`config.mk`:
```
export PLATFORM = sky130hd
export DESIGN_NAME = adaptive_light_trigger
export DESIGN_NICKNAME = d
export VERILOG_FILES = /design/src/rtl/alt_pkg.sv /design/src/rtl/adaptive_light_trigger.sv /design/src/rtl/alt_front.sv /design/src/rtl/alt_queue.sv /design/src/rtl/alt_back.sv
export SDC_FILE = /design/constraint.sdc
export NUM_CORES = 1
export LEC_CHECK = 0
export BUFFER_PORTS_ARGS = -buffer_cell sky130_fd_sc_hd__buf_2
export CAP_MARGIN = 40
export CELL_PAD_IN_SITES_DETAIL_PLACEMENT = 0
export CELL_PAD_IN_SITES_GLOBAL_PLACEMENT = 1
export CORE_ASPECT_RATIO = 1.5
export CORE_UTILIZATION = 30
export CTS_BUF_LIST = sky130_fd_sc_hd__clkbuf_8
export CTS_CLUSTER_DIAMETER = 30
export DETAILED_ROUTE_END_ITERATION = 12
export PLACE_DENSITY = 0.62
export SLEW_MARGIN = 15
export SYNTH_ARGS = -nofsm -noshare
export SYNTH_HDL_FRONTEND = slang
export SYNTH_SLANG_ARGS = --single-unit
```
`constraint.sdc`:
```
create_clock -name clk -period 14.5 [get_ports clk]
set_input_delay 4.35 -clock clk [delete_from_list [all_inputs] [get_ports clk]]
set_output_delay 4.35 -clock clk [all_outputs]
set_load 0.01 [all_outputs]
```
`src/rtl/alt_pkg.sv`:
```
// Shared types, field widths, mode and register codes for the adaptive light trigger.
// No dependencies; every other file refers to this package by scoped names.
package alt_pkg;

	localparam int SAMPLE_W    = 10;
	localparam int TIME_W      = 32;
	localparam int CC_W        = 7;
	localparam int MODE_W      = 2;
	localparam int HOLD_W      = 16;
	localparam int CFG_IDX_W   = 2;
	localparam int CFG_DATA_W  = 16;
	localparam int ENV_W       = 12;
	localparam int CMP_W       = 17;
	localparam int WINDOW_DEF  = 8;
	localparam int QUEUE_DEPTH = 4;

	localparam int SAMPLE_MAX     = 1023;
	localparam int ENV_SHRINK_GAP = 15;
	localparam int ENV_STEP       = 5;
	localparam int LINEAR_ON_MIN  = 5;
	localparam int CC_MAX         = 127;
	localparam int HYST_NUM       = 11;
	localparam int HYST_DEN       = 5;
	localparam int HOLDOFF_DEF    = 350;

	localparam logic [MODE_W-1:0] MODE_TRIGGER = 2'd0;
	localparam logic [MODE_W-1:0] MODE_TOGGLE  = 2'd1;
	localparam logic [MODE_W-1:0] MODE_LINEAR  = 2'd2;

	localparam logic [CFG_IDX_W-1:0] CFG_MODE      = 2'd0;
	localparam logic [CFG_IDX_W-1:0] CFG_CC_NUMBER = 2'd1;
	localparam logic [CFG_IDX_W-1:0] CFG_HOLDOFF   = 2'd2;

	typedef struct packed {
		logic [SAMPLE_W-1:0] sample;
		logic [TIME_W-1:0]   now_ms;
	} in_word_t;

	typedef struct packed {
		logic                send_cc;
		logic [CC_W-1:0]     cc_number;
		logic [CC_W-1:0]     cc_value;
		logic                led_on;
		logic                channel_active;
		logic [SAMPLE_W-1:0] level;
	} out_word_t;

	typedef struct packed {
		logic [TIME_W-1:0]   now_ms;
		logic [SAMPLE_W-1:0] level;
		logic                near_top;
		logic                near_floor;
	} class_t;

	typedef struct packed {
		logic [MODE_W-1:0] mode;
		logic [CC_W-1:0]   cc_number;
		logic [HOLD_W-1:0] holdoff_ms;
	} cfg_t;

endpackage

```
`src/rtl/adaptive_light_trigger.sv`:
```
// Adaptive light trigger top level: configuration registers, front pipeline,
// word queue and trigger back end. Uses alt_pkg, alt_front, alt_queue, alt_back.
//
// Takes one light sample word per clock while sample_ready is high and returns one
// result word per sample, in order. A sample enters a four-stage front pipeline
// (window sum, average by reciprocal multiply, envelope update, threshold compare),
// passes a four-word queue and is resolved in the back end, whose state update on
// channel, LED and hold-off time sets the rate: one word per cycle when nothing
// stalls. The result passes the front stages, a queue entry and the back end's result
// register. The window store has one valid bit per entry, so no clearing pass runs
// after reset. Configuration writes take effect at once and are meant for idle time.
module adaptive_light_trigger #(
	parameter int WINDOW = alt_pkg::WINDOW_DEF
) (
	input  logic                             clk,
	input  logic                             arst_n,
	input  logic                             sample_valid,
	output logic                             sample_ready,
	input  alt_pkg::in_word_t                sample_word,
	output logic                             result_valid,
	input  logic                             result_ready,
	output alt_pkg::out_word_t               result_word,
	input  logic                             cfg_we,
	input  logic [alt_pkg::CFG_IDX_W-1:0]    cfg_index,
	input  logic [alt_pkg::CFG_DATA_W-1:0]   cfg_data
);

	alt_pkg::cfg_t   cfg_q;
	logic            fq_valid, fq_ready;
	alt_pkg::class_t fq_word;
	logic            qb_valid, qb_ready;
	alt_pkg::class_t qb_word;

	always_ff @(posedge clk or negedge arst_n) begin
		if (!arst_n) begin
			cfg_q.mode       <= alt_pkg::MODE_TRIGGER;
			cfg_q.cc_number  <= '0;
			cfg_q.holdoff_ms <= alt_pkg::HOLD_W'(alt_pkg::HOLDOFF_DEF);
		end else if (cfg_we) begin
			unique case (cfg_index)
				alt_pkg::CFG_MODE: begin
					cfg_q.mode <= cfg_data[alt_pkg::MODE_W-1:0];
				end
				alt_pkg::CFG_CC_NUMBER: begin
					cfg_q.cc_number <= cfg_data[alt_pkg::CC_W-1:0];
				end
				alt_pkg::CFG_HOLDOFF: begin
					cfg_q.holdoff_ms <= cfg_data[alt_pkg::HOLD_W-1:0];
				end
				default: begin
					cfg_q <= cfg_q;
				end
			endcase
		end
	end

	alt_front #(
		.WINDOW(WINDOW)
	) u_front (
		.clk         (clk),
		.arst_n      (arst_n),
		.sample_valid(sample_valid),
		.sample_ready(sample_ready),
		.sample_word (sample_word),
		.cls_valid   (fq_valid),
		.cls_ready   (fq_ready),
		.cls_word    (fq_word)
	);

	alt_queue u_queue (
		.clk      (clk),
		.arst_n   (arst_n),
		.in_valid (fq_valid),
		.in_ready (fq_ready),
		.in_word  (fq_word),
		.out_valid(qb_valid),
		.out_ready(qb_ready),
		.out_word (qb_word)
	);

	alt_back u_back (
		.clk         (clk),
		.arst_n      (arst_n),
		.cfg         (cfg_q),
		.cls_valid   (qb_valid),
		.cls_ready   (qb_ready),
		.cls_word    (qb_word),
		.result_valid(result_valid),
		.result_ready(result_ready),
		.result_word (result_word)
	);

endmodule

```
`src/rtl/alt_front.sv`:
```
// Front pipeline: sample window and running sum, average by reciprocal multiply,
// envelope tracking and near-top / near-floor classification. Uses alt_pkg.
module alt_front #(
	parameter int WINDOW = alt_pkg::WINDOW_DEF
) (
	input  logic              clk,
	input  logic              arst_n,
	input  logic              sample_valid,
	output logic              sample_ready,
	input  alt_pkg::in_word_t sample_word,
	output logic              cls_valid,
	input  logic              cls_ready,
	output alt_pkg::class_t   cls_word
);

	localparam int SLOT_W  = (WINDOW > 1) ? $clog2(WINDOW) : 1;
	localparam int SUM_W   = $clog2(alt_pkg::SAMPLE_MAX * WINDOW + 1);
	localparam int LOG_W   = $clog2(WINDOW);
	localparam int SH      = SUM_W + LOG_W;
	localparam int RECIP_W = SUM_W + 1;
	localparam int PROD_W  = SUM_W + RECIP_W;
	localparam longint unsigned RECIP = (longint'(1) << SH) / WINDOW + 1;
	localparam int SW = alt_pkg::SAMPLE_W;
	localparam int EW = alt_pkg::ENV_W;
	localparam int CW = alt_pkg::CMP_W;

	logic                   adv;
	logic                   acc;
	logic [SLOT_W-1:0]      slot_q;
	logic [SLOT_W-1:0]      slot_nxt;
	logic [WINDOW-1:0]      vld_q;
	logic [SW-1:0]          win_mem [WINDOW];
	logic [SW-1:0]          rd_q;
	logic [SW-1:0]          last_q;
	logic                   hit_q;
	logic                   same_q;
	logic [SW-1:0]          old_smp;
	logic [SUM_W-1:0]       sum_q;
	logic [RECIP_W-1:0]     recip;
	logic [PROD_W-1:0]      prod;
	logic                   v_s1, v_s2, v_s3, v_s4;
	logic [alt_pkg::TIME_W-1:0] now_s1, now_s2, now_s3;
	logic [SW-1:0]          avg_s2, avg_s3;
	logic signed [EW-1:0]   top_q, floor_q;
	logic signed [EW-1:0]   avg_env, top_a, floor_a, top_b, floor_b;
	logic                   shrink;
	logic signed [EW:0]     dist_top, dist_floor, span_raw;
	logic signed [CW-1:0]   span_abs, lhs_top, lhs_floor, rhs;
	logic                   near_top, near_floor;
	alt_pkg::class_t        class_s4;

	assign adv          = !v_s4 || cls_ready;
	assign sample_ready = adv;
	assign acc          = sample_valid && adv;
	assign cls_valid    = v_s4;
	assign cls_word     = class_s4;

	assign slot_nxt = (slot_q == SLOT_W'(WINDOW - 1)) ? '0 : slot_q + 1'b1;
	assign old_smp  = same_q ? last_q : (hit_q ? rd_q : '0);
	assign recip    = RECIP_W'(RECIP);
	assign prod     = PROD_W'(sum_q) * PROD_W'(recip);

	always_ff @(posedge clk) begin
		if (acc) begin
			win_mem[slot_q] <= sample_word.sample;
			rd_q            <= win_mem[slot_nxt];
			last_q          <= sample_word.sample;
		end
	end

	always_ff @(posedge clk or negedge arst_n) begin
		if (!arst_n) begin
			slot_q <= '0;
			vld_q  <= '0;
			hit_q  <= 1'b0;
			same_q <= 1'b0;
			sum_q  <= '0;
		end else if (acc) begin
			slot_q        <= slot_nxt;
			vld_q[slot_q] <= 1'b1;
			hit_q         <= vld_q[slot_nxt] && (slot_nxt != slot_q);
			same_q        <= (slot_nxt == slot_q);
			sum_q         <= sum_q - SUM_W'(old_smp) + SUM_W'(sample_word.sample);
		end
	end

	always_comb begin
		avg_env = signed'(EW'(avg_s2));
		shrink  = (floor_q + EW'(alt_pkg::ENV_SHRINK_GAP)) <= top_q;
		top_a   = shrink ? top_q - EW'(alt_pkg::ENV_STEP) : top_q;
		floor_a = shrink ? floor_q + EW'(alt_pkg::ENV_STEP) : floor_q;
		top_b   = (avg_env > top_a) ? top_a + EW'(alt_pkg::ENV_STEP) : top_a;
		floor_b = (avg_env < floor_a) ? floor_a - EW'(alt_pkg::ENV_STEP) : floor_a;
	end

	always_ff @(posedge clk or negedge arst_n) begin
		if (!arst_n) begin
			top_q   <= EW'(alt_pkg::SAMPLE_MAX);
			floor_q <= '0;
		end else if (adv && v_s2) begin
			top_q   <= top_b;
			floor_q <= floor_b;
		end
	end

	always_comb begin
		dist_top   = (EW + 1)'(top_q) - signed'((EW + 1)'(avg_s3));
		dist_floor = signed'((EW + 1)'(avg_s3)) - (EW + 1)'(floor_q);
		span_raw   = (EW + 1)'(top_q) - (EW + 1)'(floor_q);
		span_abs   = (span_raw < 0) ? -CW'(span_raw) : CW'(span_raw);
		lhs_top    = CW'(dist_top) * CW'(alt_pkg::HYST_NUM);
		lhs_floor  = CW'(dist_floor) * CW'(alt_pkg::HYST_NUM);
		rhs        = span_abs * CW'(alt_pkg::HYST_DEN);
		near_top   = lhs_top < rhs;
		near_floor = lhs_floor < rhs;
	end

	always_ff @(posedge clk or negedge arst_n) begin
		if (!arst_n) begin
			v_s1 <= 1'b0;
			v_s2 <= 1'b0;
			v_s3 <= 1'b0;
			v_s4 <= 1'b0;
		end else if (adv) begin
			v_s1 <= acc;
			v_s2 <= v_s1;
			v_s3 <= v_s2;
			v_s4 <= v_s3;
		end
	end

	always_ff @(posedge clk) begin
		if (adv) begin
			now_s1   <= sample_word.now_ms;
			now_s2   <= now_s1;
			avg_s2   <= prod[SH +: SW];
			now_s3   <= now_s2;
			avg_s3   <= avg_s2;
			class_s4 <= '{now_ms: now_s3, level: avg_s3,
				near_top: near_top, near_floor: near_floor};
		end
	end

endmodule

```
`src/rtl/alt_queue.sv`:
```
// Short word queue between the front pipeline and the trigger back end.
// Uses alt_pkg for the classified word type and depth.
module alt_queue (
	input  logic            clk,
	input  logic            arst_n,
	input  logic            in_valid,
	output logic            in_ready,
	input  alt_pkg::class_t in_word,
	output logic            out_valid,
	input  logic            out_ready,
	output alt_pkg::class_t out_word
);

	localparam int DEPTH = alt_pkg::QUEUE_DEPTH;
	localparam int PTR_W = $clog2(DEPTH);
	localparam int CNT_W = $clog2(DEPTH + 1);

	alt_pkg::class_t  ent_q [DEPTH];
	logic [PTR_W-1:0] wr_q, rd_q;
	logic [CNT_W-1:0] cnt_q;
	logic             push, pop;

	assign in_ready  = cnt_q != CNT_W'(DEPTH);
	assign out_valid = cnt_q != '0;
	assign out_word  = ent_q[rd_q];
	assign push      = in_valid && in_ready;
	assign pop       = out_valid && out_ready;

	always_ff @(posedge clk) begin
		if (push) begin
			ent_q[wr_q] <= in_word;
		end
	end

	always_ff @(posedge clk or negedge arst_n) begin
		if (!arst_n) begin
			wr_q  <= '0;
			rd_q  <= '0;
			cnt_q <= '0;
		end else begin
			if (push) begin
				wr_q <= (wr_q == PTR_W'(DEPTH - 1)) ? '0 : wr_q + 1'b1;
			end
			if (pop) begin
				rd_q <= (rd_q == PTR_W'(DEPTH - 1)) ? '0 : rd_q + 1'b1;
			end
			unique case ({push, pop})
				2'b10: begin
					cnt_q <= cnt_q + 1'b1;
				end
				2'b01: begin
					cnt_q <= cnt_q - 1'b1;
				end
				default: begin
					cnt_q <= cnt_q;
				end
			endcase
		end
	end

`ifndef ASSERT_OFF
	a_cnt_bound: assert property (@(posedge clk) disable iff (!arst_n)
		cnt_q <= CNT_W'(DEPTH))
		else $error("queue count beyond depth");
	a_cnt_grow: assert property (@(posedge clk) disable iff (!arst_n)
		push && !pop |=> cnt_q == $past(cnt_q) + 1'b1)
		else $error("queue count did not follow push");
`endif

endmodule

```
`src/rtl/alt_back.sv`:
```
// Trigger back end: up/down decision per mode, hold-off timing, channel and LED
// state, result register. Uses alt_pkg.
module alt_back (
	input  logic               clk,
	input  logic               arst_n,
	input  alt_pkg::cfg_t      cfg,
	input  logic               cls_valid,
	output logic               cls_ready,
	input  alt_pkg::class_t    cls_word,
	output logic               result_valid,
	input  logic               result_ready,
	output alt_pkg::out_word_t result_word
);

	localparam int CC = alt_pkg::CC_W;
	localparam int SW = alt_pkg::SAMPLE_W;
	localparam int TW = alt_pkg::TIME_W;

	logic               pop;
	logic               linear, toggle, trig;
	logic [TW-1:0]      elapsed;
	logic               held_off;
	logic [CC-1:0]      lin_val, up_val, value;
	logic               up, down, send;
	logic               active_q, active_n;
	logic               led_q, led_n;
	logic [CC-1:0]      last_sent_q, last_sent_n;
	logic [TW-1:0]      last_up_q, last_up_n;
	logic               res_valid_q;
	alt_pkg::out_word_t res_q;

	assign cls_ready    = !res_valid_q || result_ready;
	assign pop          = cls_valid && cls_ready;
	assign result_valid = res_valid_q;
	assign result_word  = res_q;

	always_comb begin
		linear   = cfg.mode == alt_pkg::MODE_LINEAR;
		toggle   = cfg.mode == alt_pkg::MODE_TOGGLE;
		trig     = !linear && !toggle;
		elapsed  = cls_word.now_ms - last_up_q;
		held_off = elapsed >= TW'(cfg.holdoff_ms);
		lin_val  = (cls_word.level > SW'(alt_pkg::CC_MAX)) ? CC'(alt_pkg::CC_MAX)
			: cls_word.level[CC-1:0];
		priority if (toggle) begin
			up_val = (last_sent_q != '0) ? '0 : CC'(alt_pkg::CC_MAX);
		end else if (linear) begin
			up_val = lin_val;
		end else begin
			up_val = CC'(alt_pkg::CC_MAX);
		end
		up = linear ? (cls_word.level > SW'(alt_pkg::LINEAR_ON_MIN))
			: (!active_q && cls_word.near_top && held_off);
		down = !up && (linear || (active_q && cls_word.near_floor));

		send        = 1'b0;
		value       = '0;
		active_n    = active_q;
		led_n       = led_q;
		last_sent_n = last_sent_q;
		last_up_n   = last_up_q;
		if (up) begin
			active_n    = 1'b1;
			last_up_n   = cls_word.now_ms;
			send        = !linear || (up_val != '0);
			value       = send ? up_val : '0;
			led_n       = toggle ? (up_val != '0) : 1'b1;
			last_sent_n = up_val;
		end else if (down) begin
			active_n = 1'b0;
			if (!toggle) begin
				led_n = 1'b0;
			end
			send = trig;
		end
	end

	always_ff @(posedge clk or negedge arst_n) begin
		if (!arst_n) begin
			active_q    <= 1'b0;
			led_q       <= 1'b0;
			last_sent_q <= '0;
			last_up_q   <= '0;
			res_valid_q <= 1'b0;
		end else begin
			if (pop) begin
				active_q    <= active_n;
				led_q       <= led_n;
				last_sent_q <= last_sent_n;
				last_up_q   <= last_up_n;
				res_valid_q <= 1'b1;
			end else if (result_ready) begin
				res_valid_q <= 1'b0;
			end
		end
	end

	always_ff @(posedge clk) begin
		if (pop) begin
			res_q <= '{send_cc: send, cc_number: cfg.cc_number, cc_value: value,
				led_on: led_n, channel_active: active_n, level: cls_word.level};
		end
	end

`ifndef ASSERT_OFF
	a_nonzero_is_up: assert property (@(posedge clk) disable iff (!arst_n)
		res_valid_q && res_q.send_cc && res_q.cc_value != '0 |-> res_q.channel_active)
		else $error("nonzero value sent while channel inactive");
	a_linear_state: assert property (@(posedge clk) disable iff (!arst_n)
		pop && linear |=>
		res_q.channel_active == (res_q.level > SW'(alt_pkg::LINEAR_ON_MIN)))
		else $error("linear mode channel state does not follow level");
`endif

endmodule
```
After elaboration in Yosys (flattened, before gate mapping)
Memory sizes are Yosys's and may differ from the RTL's. A register that Yosys moved wholly into a read port is not among the register bits.
Index checks and enable logic that the tools add are counted.
{ "totals": {"reg_bits": 325, "ramBits": 256, "inputBits": 65, "output_inout_bits": 29, "elab_cells": 152, "mem_count": 2} }
{ "memory_table": {"columns": ["name", "depth", "width", "rd", "rd_clocked_by_memory_dff", "write_ports", "line", "rtl"], "rows": [
  ["u_queue.ent_q", 4, 44, 1, 0, 1, "alt_queue.sv:18", "alt_pkg::class_t ent_q [DEPTH];"],
  ["u_front.win_mem", 8, 10, 1, 1, 1, "alt_front.sv:32", "logic [SW-1:0] win_mem [WINDOW];"]
]} }
{ "classes": {"n_addsub": 17, "multipliers": 4, "magnitude_cmp": 12, "n_eq_ne": 12, "muxes": 34, "bitwise_logic": 1, "reduce_logical": 32} }
{ "op_table": {"columns": ["operator", "n"], "rows": [
  ["12-bit 2-to-1 mux", 4],
  ["17-bit < comparator", 2],
  ["13-bit by 5-bit multiplier with 17-bit output, second input constant", 2],
  ["32-bit by 16-bit >= comparator with 1-bit output", 1],
  ["32-bit subtractor", 1],
  ["7-bit 2-to-1 mux", 4],
  ["13-bit by 14-bit multiplier with 26-bit output, second input constant", 1],
  ["12-bit by 4-bit adder with 12-bit output, second input constant", 2],
  ["12-bit by 4-bit subtractor with 12-bit output, second input constant", 2],
  ["10-bit 2-to-1 mux", 2],
  ["17-bit by 4-bit multiplier with 17-bit output, second input constant", 1],
  ["1-bit 2-to-1 mux", 17],
  ["17-bit 2-to-1 mux", 1],
  ["13-bit negation with 17-bit output", 1],
  ["7-bit nonzero test", 2],
  ["13-bit by 10-bit adder with 13-bit output", 1],
  ["13-bit by 1-bit < comparator with 1-bit output, second input constant", 1],
  ["11-bit by 12-bit subtractor with 13-bit output", 1],
  ["12-bit by 11-bit subtractor with 13-bit output", 1],
  ["12-bit by 12-bit subtractor with 13-bit output", 1],
  ["13-bit by 10-bit subtractor with 13-bit output", 1],
  ["12-bit by 5-bit adder with 12-bit output, second input constant", 1],
  ["11-bit by 12-bit > comparator with 1-bit output", 1],
  ["12-bit <= comparator", 1],
  ["27 further kinds", 60]
]} }

Logic depth before layout (Yosys ltp)
An unclocked memory read counts as a cell.
{ "depth": {"ltp_word": 9, "depth_mapped": 34, "ltp_nobuf": 33} }

Hierarchy
A second synthesis with hierarchy kept.
{ "hier_totals": {"hier_cells": 2596, "hier_area_um2": 32264.7} }
{ "modules_own_cells": {"columns": ["mod", "n_inst", "cells_per_inst", "area_per_inst_um2", "seq_area_each_um2"], "rows": [
  ["alt_front", 1, 1708, 19193.4, 9171.3],
  ["alt_queue", 1, 270, 6790.3, 5460.2],
  ["alt_back", 1, 564, 5278.8, 1861.8],
  ["adaptive_light_trigger", 1, 54, 1002.2, 633.1]
]} }

Worst setup path after synthesis
Ideal clock, no wire load.
{ "synth_path": {"kind": "reg2out", "from": "register u_queue.cnt_q[0]", "to": "output port sample_ready", "t_arrival_ns": 3.883, "t_required_ns": 10.150, "slack_ns": 6.267, "path_stages_with_launch": 4, "path_cell_list": "dfrtp_1 nor2_1 and3_1 inv_1"} }
{ "synth_between": {"elab_chain_len": 2} }
{ "synth_rtl": {"columns": ["item", "line", "rtl"], "rows": [
  ["start, declared", "alt_queue.sv:20", "logic [CNT_W-1:0] cnt_q;"],
  ["start signal, assigned", "alt_queue.sv:49", "cnt_q <= cnt_q + 1'b1;"],
  ["start signal, assigned", "alt_queue.sv:52", "cnt_q <= cnt_q - 1'b1;"],
  ["start signal, assigned", "alt_queue.sv:55", "cnt_q <= cnt_q;"],
  ["3-bit inequality test", "alt_queue.sv:23", "assign in_ready = cnt_q != CNT_W'(DEPTH);"],
  ["1-bit logical OR", "alt_front.sv:52", "assign adv = !v_s4 || cls_ready;"],
  ["end, declared", "adaptive_light_trigger.sv:18", "output logic sample_ready,"]
]} }
Every way passes these cells.

Worst setup path in the final report
{ "layout_path": {"from": "register u_front.top_q[0]", "to": "register u_front.class_s4, in the netlist u_front.cls_word[0], data pin"} }
{ "layout_between": {"elab_chain_len": 5, "word_cells_on_any_way": 6, "cone_classes": "add/sub (2); mul (1); order compare (2); mux (1)"} }
{ "layout_rtl": {"columns": ["item", "line", "rtl"], "rows": [
  ["start, declared", "alt_front.sv:44", "logic signed [EW-1:0] top_q, floor_q;"],
  ["start signal, assigned", "alt_front.sv:98", "top_q <= EW'(alt_pkg::SAMPLE_MAX);"],
  ["start signal, assigned", "alt_front.sv:101", "top_q <= top_b;"],
  ["12-bit by 12-bit subtractor with 13-bit output (*)", "alt_front.sv:109", "span_raw = (EW + 1)'(top_q) - (EW + 1)'(floor_q);"],
  ["13-bit negation with 17-bit output / 13-bit by 1-bit < comparator with 1-bit output (equally long branches)", "alt_front.sv:110", "span_abs = (span_raw < 0) ? -CW'(span_raw) : CW'(span_raw);"],
  ["17-bit 2-to-1 mux (*)", "alt_front.sv:110", null],
  ["17-bit by 4-bit multiplier with 17-bit output (*)", "alt_front.sv:113", "rhs = span_abs * CW'(alt_pkg::HYST_DEN);"],
  ["17-bit < comparator (*)", "alt_front.sv:115", "near_floor = lhs_floor < rhs;"],
  ["named net u_front.near_floor", "alt_front.sv:49", "logic near_top, near_floor;"],
  ["end signal, assigned", "alt_front.sv:139", "class_s4 <= '{now_ms: now_s3, level: avg_s3,"],
  ["end, declared", "alt_front.sv:50", "alt_pkg::class_t class_s4;"]
]} }
Mark *: on every way through the listed nets, which the timed path passes. The rest lies on a longest branch.
A chain may end at the register's enable or synchronous reset.

==> impl_metrics.py <==
metrics = {
    "die": {
        "die_width_um": 267,
        "core-area_mm2": 0.104,
        "fp.dieH_um": 400,
        "num_rows": 145,
        "initial_utilization_pct": 30.3,
        "pin_count": 94,
        "die_area_mm2": 0.107,
    },
    "logic_synthesis": {
        "yosys_most_used_dff": "edfxtp_1",
        "yosysTopAreaCell": "edfxtp_1",
        "synth_common_cells": "edfxtp_1, inv_1, ha_1",
        "avgSynthCellArea_um2": 12.5,
        "synth_area_mm2": 0.0316,
        "async_flop_share_pct": 21.7,
        "yosysWarnings": 0,
        "synth_enable_flop_cells": 463,
        "synth_seq_cells": 591,
        "yosysTopAreaCellShare_pct": 43.9,
        "synthCells": 2534,
        "synth_cell_type_count": 87,
        "synthMostInstantiatedCell": "edfxtp_1",
        "yosys-top-cells-area": "edfxtp_1, ha_1, dfrtp_1, mux4_2, xnor2_1",
        "synth_seq_area_share_pct": 54.1,
    },
    "clock_network": {
        "cts_resized": 0,
        "clock_tree.htree_level_count": 3,
        "ctsHoldBuffers": 0,
        "numCtsBuffers": 116,
        "clkTransAtPathRegs_ns": 0.06,
        "clockRootBuffer": "clkbuf_8",
        "cts_tree": "done",
        "clock_latency_ns": 0.78,
        "cts_setup_buffers": 0,
        "clock_sinks": 591,
        "cts_buffer_depth": 3,
    },
    "placed_design": {
        "gp_congestion": 0.854,
        "hpwlAfterDp_um": 54300,
        "place_area_mm2": 0.0339,
        "portBuffers": 93,
    },
    "critical_path": {
        "critPathLaunchType": "flop",
        "path_buf_inv": 2,
        "crit_fanout": 12,
        "slowest_delay_ns": 0.57,
        "critPathLaunch": "u_front.top_q[0]",
        "slowest_stage": "dfstp_2",
        "cp_top_family": "adder cells",
        "r2r_start": "u_front.top_q[0]",
        "crit_type": "flop to flop",
        "required_ns": 14.98,
        "crit_arrival_ns": 8.87,
        "crit_top_cell": "maj3_1",
        "endpoint_kind": "flop",
    },
    "drt": {
        "drt_iter0_drc": 1034,
        "drt-vias-per-instance": 4.79,
        "drc_errors": 0,
        "via_count": 20170,
        "routed_wl_um": 74400,
        "drtPass1Iterations": 5,
        "antenna_left": 0,
        "routed_wire_length_per_instance_um": 17.6,
    },
    "global_route": {
        "grt_pass1_wl_um": 117000,
        "track_usage_pct": 14.1,
        "antenna_found_initial": 2,
        "grt_max_degree": 76,
        "grt_pass1_vias": 21741,
        "grt-ovfl-total": 0,
    },
    "sta": {
        "finalCritPeriodShare_pct": 57.9,
        "max_freq_mhz": 119,
        "hold_viol_final": 0,
        "hold_ws_ns": 0.362,
        "tns_ns": 0,
        "slew_viol_final": 0,
        "rsz0062_at_grt": "false",
        "tightest_slew_ns": 0.877,
        "finClkSkew_ns": 0.0888,
        "setup_violations": 0,
        "slew_headroom_pct": 41.4,
        "fin_crit_ns": 8.40,
    },
    "cells_and_area": {
        "stdcell_area_mm2": 0.0368,
        "nets": 3060,
        "drive_gt1_share_pct": 17.3,
        "area_growth_pct": 16.2,
    },
    "min_path": {
        "min_from": "u_front.now_s1[24]",
        "min-delay-path-class": "flop to flop",
    },
    "status": {
        "status": "completed",
    },
    "job": {
        "drv_cap": 0,
    },
}
[per-stage QoR]
stage | std cells | utilization (%) | setup WS (ns)
floorplan | 2538 | - | 6.27
global placement | 3984 | 32.4 | 5.91
detailed placement | 3991 | 32.5 | 6.10
CTS | 4211 | 35.2 | 6.10
global route | 4215 | 35.3 | 5.54
finish | 4215 | 35.3 | 6.10
[sequential cells by signal, indices dropped and copies added (netlist names), 7 cells and up]
register            cells
u_front.now_s2         32
u_front.cls_word       44
u_back.result_word     27
u_front.vld_q           8
u_front.now_s3         32
u_front.floor_q        12
u_back.last_sent_q      7
u_front.last_q         10
u_front.avg_s2         10
u_front.avg_s3         10
u_front.now_s1         32
u_front.rd_q           10
u_back.last_up_q       32
u_queue.ent_q         176
u_front.sum_q          13
cfg_q                  25
u_front.top_q          12
u_front.win_mem        80
[layer usage]
metal	GRT usage, %	up-vias	part of all wire (%)
met2	27.9	390	55
met5	0	-	0
met1	14.3	9965	38
met3	2.30	152	3.5
li1	-	9663	-
met4	5.84	0	3.4
[placed cells by master, fill, tap and decap left out, drive strengths merged, types with 20 or more instances in the layout]
master  netlist  layout
nand3        64      64
o21a         25      25
nor2        133     133
a21oi       129     129
mux4         66      66
nor2b        24      24
clkinv        5      36
mux2         46      46
a31oi        24      24
inv         282     314
clkbuf       47     125
nand2       124     124
nor3         48      48
and3         20      20
fa           36      36
dfrtp       112     112
xor2         45      45
xnor2       124     124
edfxtp      463     463
ha          244     244
a21o         42      42
o21ai       127     127
buf          18     124
[final timing paths]
kind,end,slack [ns],cells past startpoint
worst max-delay path,u_front.cls_word[0],6.10,31
worst min-delay path,u_front.now_s2[24],0.36,0
worst max register to register,u_front.cls_word[0],6.10,31
worst min register to register,u_front.now_s2[24],0.36,0
max in group asynchronous,u_queue.rd_q[1],10.12,2
min in group asynchronous,u_back.last_up_q[7],3.36,1
[layout make-up]
class,count,area (um^2)
antenna,2,5.00
clock buffer,125,1720
clock inverter,95,1080
fill,10234,67500
inverter,287,1080
multi-input combinational,1595,13200
sequential,591,17100
tap,1396,1750
timing repair buffer,124,816
[cell families (layout without fill, tap and decap cells)]
logic type	Yosys count	after routing	share of synthesized area, %
multiplexers	122	122	6.68
XOR/XNOR	169	169	4.68
AND/OR/NAND/NOR	529	529	8.21
flip-flops	591	591	54.1
buffers and inverters	352	631	4.29
AO/OA/AOI/OAI	481	481	9.80
other	1	7	0.0119
adder cells (fa/ha/maj)	289	289	12.2
[worst reg2reg max path: cells and delay by family (launching register included)]
family          cells  cell delay [ns]
flops               1             0.57
fa+ha+maj          11             3.70
simple gates        5             0.46
xor+xnor            2             0.45
compound gates     11             2.56
buf+inv             2             0.41
Power is left out: the tool's default activity adds up to more than one toggle a clock period on the data nets, which glitch-free logic cannot reach.
